**src/hdl/rse_gf_mul.sv**
```systemverilog
`timescale 1ns / 1ps

module rse_gf_mul #(
  parameter int SYMBOL_BITS = 8
) (
  input  logic [SYMBOL_BITS-1:0] a_i,
  input  logic [SYMBOL_BITS-1:0] b_i,
  input  logic [SYMBOL_BITS-1:0] poly_i,
  output logic [SYMBOL_BITS-1:0] p_o
);

  logic [SYMBOL_BITS-1:0] acc;
  logic [SYMBOL_BITS-1:0] sh;

  // shift-and-add, reducing by the low bits of the polynomial on overflow
  always_comb begin
    acc = '0;
    sh  = a_i;
    for (int i = 0; i < SYMBOL_BITS; i++) begin
      if (b_i[i]) begin
        acc = acc ^ sh;
      end
      sh = {sh[SYMBOL_BITS-2:0], 1'b0} ^ (sh[SYMBOL_BITS-1] ? poly_i : '0);
    end
  end

  assign p_o = acc;

endmodule

```
**config.mk**
```make
export PLATFORM = sky130hd
export DESIGN_NAME = rse_gf_mul
export DESIGN_NICKNAME = d
export VERILOG_FILES = /design/src/hdl/rse_gf_mul.sv
export SDC_FILE = /design/constraint.sdc
export NUM_CORES = 1
export LEC_CHECK = 0
export ABC_AREA = 1
export BUFFER_PORTS_ARGS = -buffer_cell sky130_fd_sc_hd__buf_2
export CAP_MARGIN = 20
export CORE_MARGIN = 4
export CORE_UTILIZATION = 50
export DETAILED_ROUTE_END_ITERATION = 12
export GPL_TIMING_DRIVEN = 0
export PLACE_DENSITY = 0.8
export SYNTH_ARGS = -nofsm -noshare
export SYNTH_HDL_FRONTEND = slang
export SYNTH_SLANG_ARGS = --single-unit
```
**constraint.sdc**
```tcl
create_clock -name vclk -period 2.4
set_clock_uncertainty 0.05 [all_clocks]
set_input_delay 0.24 -clock vclk [all_inputs]
set_output_delay 0.24 -clock vclk [all_outputs]
set_load 0.005 [all_outputs]
```
==> results of run 1 <==
routing by layer:
layer,vias up,routed length [um]
met3,40,398
met2,134,4188
li1,1755,-
met1,1505,3364
met4,0,360
met5,-,0
layout make-up:
| type | instances | share of cell area [%] |
|---|---|---|
| Buffer | 24 | 5.794 |
| Inverter | 65 | 6.917 |
| Multi-Input combinational cell | 459 | 76.58 |
| Tap cell | 67 | 2.353 |
| Timing Repair Buffer | 43 | 8.357 |
what timing repair did:
action                     CTS  global route
gates resized for setup     81           102
gates cloned                 8             0
setup buffers               12             2
pin swaps                   25            61
setup endpoints to repair    8             8
logic make-up (layout without fill, tap and decap cells):
logic type	Yosys count	after routing	share of synthesized area, %
buffers and inverters	89	132	15.97
xor gates and xnor gates	42	42	15.19
AOI/OAI and AO/OA	16	16	3.408
and+or+nand+nor	399	401	65.43
stage by stage:
stage	worst slack [ns]	power, mW	utilization [%]	cell area [sq um]	instances
floorplan	0.04407	1.027	-	2570	546
global placement	-0.2892	1.250	57.11	2769	636
detailed placement	-0.3501	1.284	57.11	2769	636
CTS	-0.2254	1.484	66.04	3202	656
global route	-0.5586	1.901	73.50	3563	658
finish	-0.4002	1.721	73.50	3563	658
path summary, 6_finish.rpt:
kind | start | end | slack, ns | cells past startpoint
max | poly_i[5] | p_o[5] | -0.40 | 24
min | b_i[7] | p_o[7] | 0.89 | 5
cell usage after synthesis:
master	number	area, sq um
o21ai_1	2	10.01
xnor2_1	22	192.7
nand2_1	262	983.4
nor2_4	1	11.26
buf_2	7	35.03
nand2_4	3	33.78
nor2_1	46	172.7
nor2_2	2	12.51
nand3_1	63	315.3
xnor2_2	3	48.80
o21bai_1	3	22.52
o21ai_0	11	55.05
inv_1	61	229.0
buf_6	8	90.09
buf_4	2	15.01
buf_1	2	7.510
nand3_2	4	40.04
nand4_1	6	37.54
clkbuf_1	5	18.77
xor2_1	17	148.9
nand2_2	12	75.07
inv_2	4	15.01
report_power, final:
part	total [mW]	internal [mW]	switching, mW
Sequential	0	0	0
Clock	0	0	0
Combinational	1.72	0.689	1.03
Total	1.72	0.689	1.03
==> metrics.md, run 1 <==
| Metric | Value |
|---|---|
| Syn Nets | `570` |
| Post-layout min period | `2.800 ns` |
| Worst setup EP type | `primary output` |
| Final Wtd Congestion | `0.9038` |
| I/O pins | `32` |
| Fin. max-slew vios | `0` |
| Hpwl dp | `~5300 um` |
| Average wire per standard cell | `12.63 um` |
| Startpoint class of the critical path | `primary input` |
| Grt met1 use | `27.27%` |
| Met3 Use GR | `0.2257%` |
| Worst-margin pin slew | `0.5352 ns` |
| Buf+Inv Stages, Crit Path | `6` |
| Area growth syn-to-layout | `38.66%` |
| Layout cell share with drive strength beyond 1 | `between 30% and 40%` |
| Initial DRC count | `164` |
| Number of port buffers | `23` |
| Max Cap Viol | `0` |
| Hold_buf cts | `0` |
| Vert. Die Dim | `around 80 um` |
| Initial antenna violation count | `0` |
| Average cell area after synthesis | `about 4.7 sq um` |
| Slew HR | `between 60% and 70%` |
| # clk buffers | `0` |
| Starting density of the core | `53.01%` |
| Routed Wire Length | `8312 um` |
| Most frequent cells in the layout | `nand2_1, nand2_2, inv_1` |
| Core area | `4848 sq um` |
| Vias in the first global route | `2965` |
| WHS | `roughly 0.89 ns` |
| Final sequential cell count | `0` |
| Most frequent CP cell | `nand2_2` |
| GRT busiest layer | `met2` |
| Die W | `79.70 um` |
| Ys Warns | `0` |
| Pleak | `1.966 nW` |
| Pwr dens | `slightly below 500 nW/um^2` |
| Sequential area share after synthesis | `0%` |
| Met2 GRT Util | `45.66%` |
| Count of cell types in the netlist | `22` |
| Setup TNS | `-3.013 ns` |
| Post-route ant nets | `0` |
| CP top delay family | `simple AND/OR/NAND/NOR gates` |
| CP Class | `primary input to primary output` |
| Via count | `approximately 3400` |
| Multi-input gate area | `2729 sq um` |
| Worst-path maximum fanout | `8` |
| All-Layer GR Usage | `a little under a quarter` |
| Cells after synthesis | `546` |
| Critical path data arrival time | `around 2.5 ns` |
| Slowest CP cell | `nand2_8` |
| Status | `complete, but fails checks` |
| Die ar. | `6351 sq um` |
| Maximum vdd drop | `approximately 0.19 mV` |
| Setup WS post-layout | `-0.4002 ns` |
| Area of the mapped netlist | `approximately 2600 sq um` |
| WP data required | `2.11 ns` |
| ANT cells | `0` |
| Final-stage net count | `617` |
| Routed vias/inst | `5.219` |
| Rows | `25` |
| Fmax | `357.1 MHz` |
| Commonest non-fill, non-tap cell in the layout | `nand2_1` |
| RSZ-0062 raised after global routing | `yes` |
| Post-route clock period utilization | `116.7%` |
| Drt drc | `0` |
| First-pass GRT wire length | `12500 um` |
| Layout fillers | `369` |
| CP Cell Sequence | `buf_2 -> nand2_1 -> nand2_1 -> nand2_2 -> inv_2 -> nand2_2 -> nand2_2 -> nand3_4 -> nand2_8 -> nand3_4 -> nand2_4 -> buf_8 -> nand3_2 -> nand2_2 -> nand3_2 -> nand2_4 -> buf_6 -> nand2_2 -> nand2_2 -> inv_1 -> nor2_1 -> nand2_1 -> nand2_1 -> buf_2` |
| Drt first pass iters | `7` |
| Setup Viol. Count Final | `8` |
| FF+latch area | `0 sq um` |
| Failing checks | `negative setup slack` |
| Grt ovf | `0` |
| Worst Hold Class | `primary input to primary output` |
| Largest net degree at the start of global routing | `11` |
| Fin. Hold Viols | `0` |
| Max incr delay on CP | `0.14 ns` |
(Power assumes the default switching activity.)
==> run 2, diff against run 1 <==
ABC_AREA = default   (was 1)
PLACE_DENSITY = 0.79   (was 0.8)
==> metrics.md, run 2 <==
| Metric | Value |
|---|---|
| Status | `complete, but fails checks` |
| Failing checks | `negative setup slack` |
| Die W | `85.09 um` |
| Worst-path maximum fanout | `5` |
| Routed vias/inst | `6.468` |
| Hpwl dp | `6980 um` |
| Final sequential cell count | `0` |
| Area after DPL | `3293 sq um` |
| Routed Wire Length | `10820 um` |
| Sequential area share after synthesis | `0%` |
| Area growth syn-to-layout | `36.51%` |
| Setup WS post-layout | `-1.450 ns` |
| PnR Total Power | `2.357 mW` |
| Slowest CP cell | `or4_4` |
| Buf+Inv Stages, Crit Path | `6` |
| Pwr dens | `581.1 nW/um^2` |
| Pleak | `1.601 nW` |
| Ys Warns | `0` |
| I/O pins | `32` |
| Maximum vdd drop | `0.4435 mV` |
| Fin cells | `575` |
| Post-route clock period utilization | `160.4%` |
| Layout cell share with drive strength beyond 1 | `33.40%` |
| Fmax | `between 200 and 300 MHz` |
| Critical path data arrival time | `3.56 ns` |
| Syn Nets | `472` |
| Grt ovf | `0` |
| Place WS | `-1.648 ns` |
| Top post-synthesis cells by count | `xnor2_1, nand2_1, nand3_1, o21ai_0, clkbuf_1` |
| Max Cap Viol | `0` |
| Cell area after layout | `about 4100 sq um` |
| Post-route ant nets | `0` |
| Slew HR | `57.76%` |
| Average wire per standard cell | `18.81 um` |
| Commonest non-fill, non-tap cell in the layout | `nand2_1` |
| Die ar. | `7240 sq um` |
| Fin. Hold Viols | `0` |
| WP data required | `2.11 ns` |
| Cell taking the most area after synthesis | `xnor2_1` |
| CP Class | `primary input to primary output` |
| Setup Viol. Count Final | `8` |
| Drt drc | `0` |
| Initial DRC count | `283` |
| Most frequent cell after synthesis | `xnor2_1` |
| Max incr delay on CP | `0.58 ns` |
| CP top delay family | `compound AO/OA/AOI/OAI gates` |
| Cells after DPL | `542` |
| Fin. max-slew vios | `0` |
| Startpoint class of the critical path | `primary input` |
| Vert. Die Dim | `around 85 um` |
| # clk buffers | `0` |
| Vias in the first global route | `3638` |
| Largest cells by area after synthesis | `xnor2_1, nand2_1, nand3_1` |
| Initial antenna violation count | `0` |
| FF+latch area | `0 sq um` |
| Final Wtd Congestion | `a little under 1` |
| ANT cells | `0` |
| Hold_buf cts | `0` |
| Average cell area after synthesis | `~6.6 sq um` |
| Worst setup EP type | `primary output` |
| Worst-margin pin slew | `0.6335 ns` |
| First-pass GRT wire length | `between 15000 and 20000 um` |
| Most frequent cells in the layout | `nand2_1, xnor2_1, buf_4, buf_2, o21ai_0` |
| Rows | `27` |
| CP Cell Sequence | `buf_8 -> buf_12 -> nor2_2 -> o211a_1 -> or4_4 -> buf_6 -> nand3_4 -> o41ai_4 -> a41oi_4 -> buf_6 -> a211o_1 -> o21ai_4 -> or3_4 -> buf_6 -> a31o_1 -> a222oi_1 -> o2bb2ai_1 -> buf_2` |
| Number of port buffers | `22` |
| Area of the mapped netlist | `about 3000 sq um` |
| Via count | `between 3000 and 4000` |
| Core area | `5642 sq um` |
| Count of cell types in the netlist | `83` |
| Share of the synthesized area in the top cell type | `between 20% and 30%` |
| Cells after synthesis | `448` |
| Drt first pass iters | `6` |
| Largest net degree at the start of global routing | `11` |
| RSZ-0062 raised after global routing | `yes` |
| Starting density of the core | `52.67%` |
| Final-stage net count | `529` |
| Most frequent CP cell | `buf_6` |
| Post-layout min period | `3.850 ns` |
| All-Layer GR Usage | `between 20% and 30%` |
| Worst Hold Class | `primary input to primary output` |
==> run 2: cell types whose count changed after synthesis, sizes merged, moves of 20 or more <==
cell,previous run,this run
inv,65,9
nand3,67,26
nor2,49,18
nand2,277,77
xnor2,25,82
a21oi,0,20
==> run 2: cell type report <==
type,count,area [sq um]
Fill cell,425,1585
Buffer,39,242.7
Timing Repair Buffer,56,441.7
Inverter,9,33.78
Tap cell,72,90.09
Multi-Input combinational cell,399,3248
==> run 2: logic make-up (layout without fill, tap and decap cells) <==
logic type / count (synthesis) / in the layout / synth area share [%]
XOR/XNOR: 90 / 90 / 27.75
AND/OR/NAND/NOR: 186 / 186 / 32.08
multiplexers: 8 / 8 / 2.905
buffers and inverters: 49 / 104 / 8.211
AO/OA/AOI/OAI: 115 / 115 / 29.05
==> run 2: final timing paths <==
kind	to	slack [ns]	startpoint	depth (start not counted)
setup / recovery	p_o[7]	-1.45	poly_i[7]	18
hold / removal	p_o[6]	1.01	b_i[7]	5
==> run 2: routing by layer <==
layer	share of wire [%]	track usage (%)	vias to the layer above
met1	39	31.60	1757
met5	0	0	-
met2	50	50.14	196
met4	4.6	14.68	0
li1	-	-	1714
met3	6.9	2.913	52
==> run 2: what timing repair did <==
action | CTS | global route
buffers inserted | 25 | 7
pin swaps | 33 | 17
endpoints found under the hold margin | 0 | 0
gates resized for setup | 67 | 33
gates cloned | 2 | 0
setup endpoints to repair | 8 | 8
==> run 2: power breakdown <==
part	internal (mW)	switching (mW)	total (mW)
clock	0	0	0
combinational	1.16	1.19	2.36
sequential	0	0	0
==> run 2: stage by stage <==
stage          utilization [%]  hold WS, ns  setup TNS [ns]
6_report                 71.90        1.014          -11.18
5_1_grt                  71.90        1.030          -11.98
4_1_cts                  68.35       0.9662          -9.855
3_5_place_dp             58.37       0.9736          -12.23
3_3_place_gp             58.37       0.9633          -11.81
2_1_floorplan                -       0.7168          -6.562
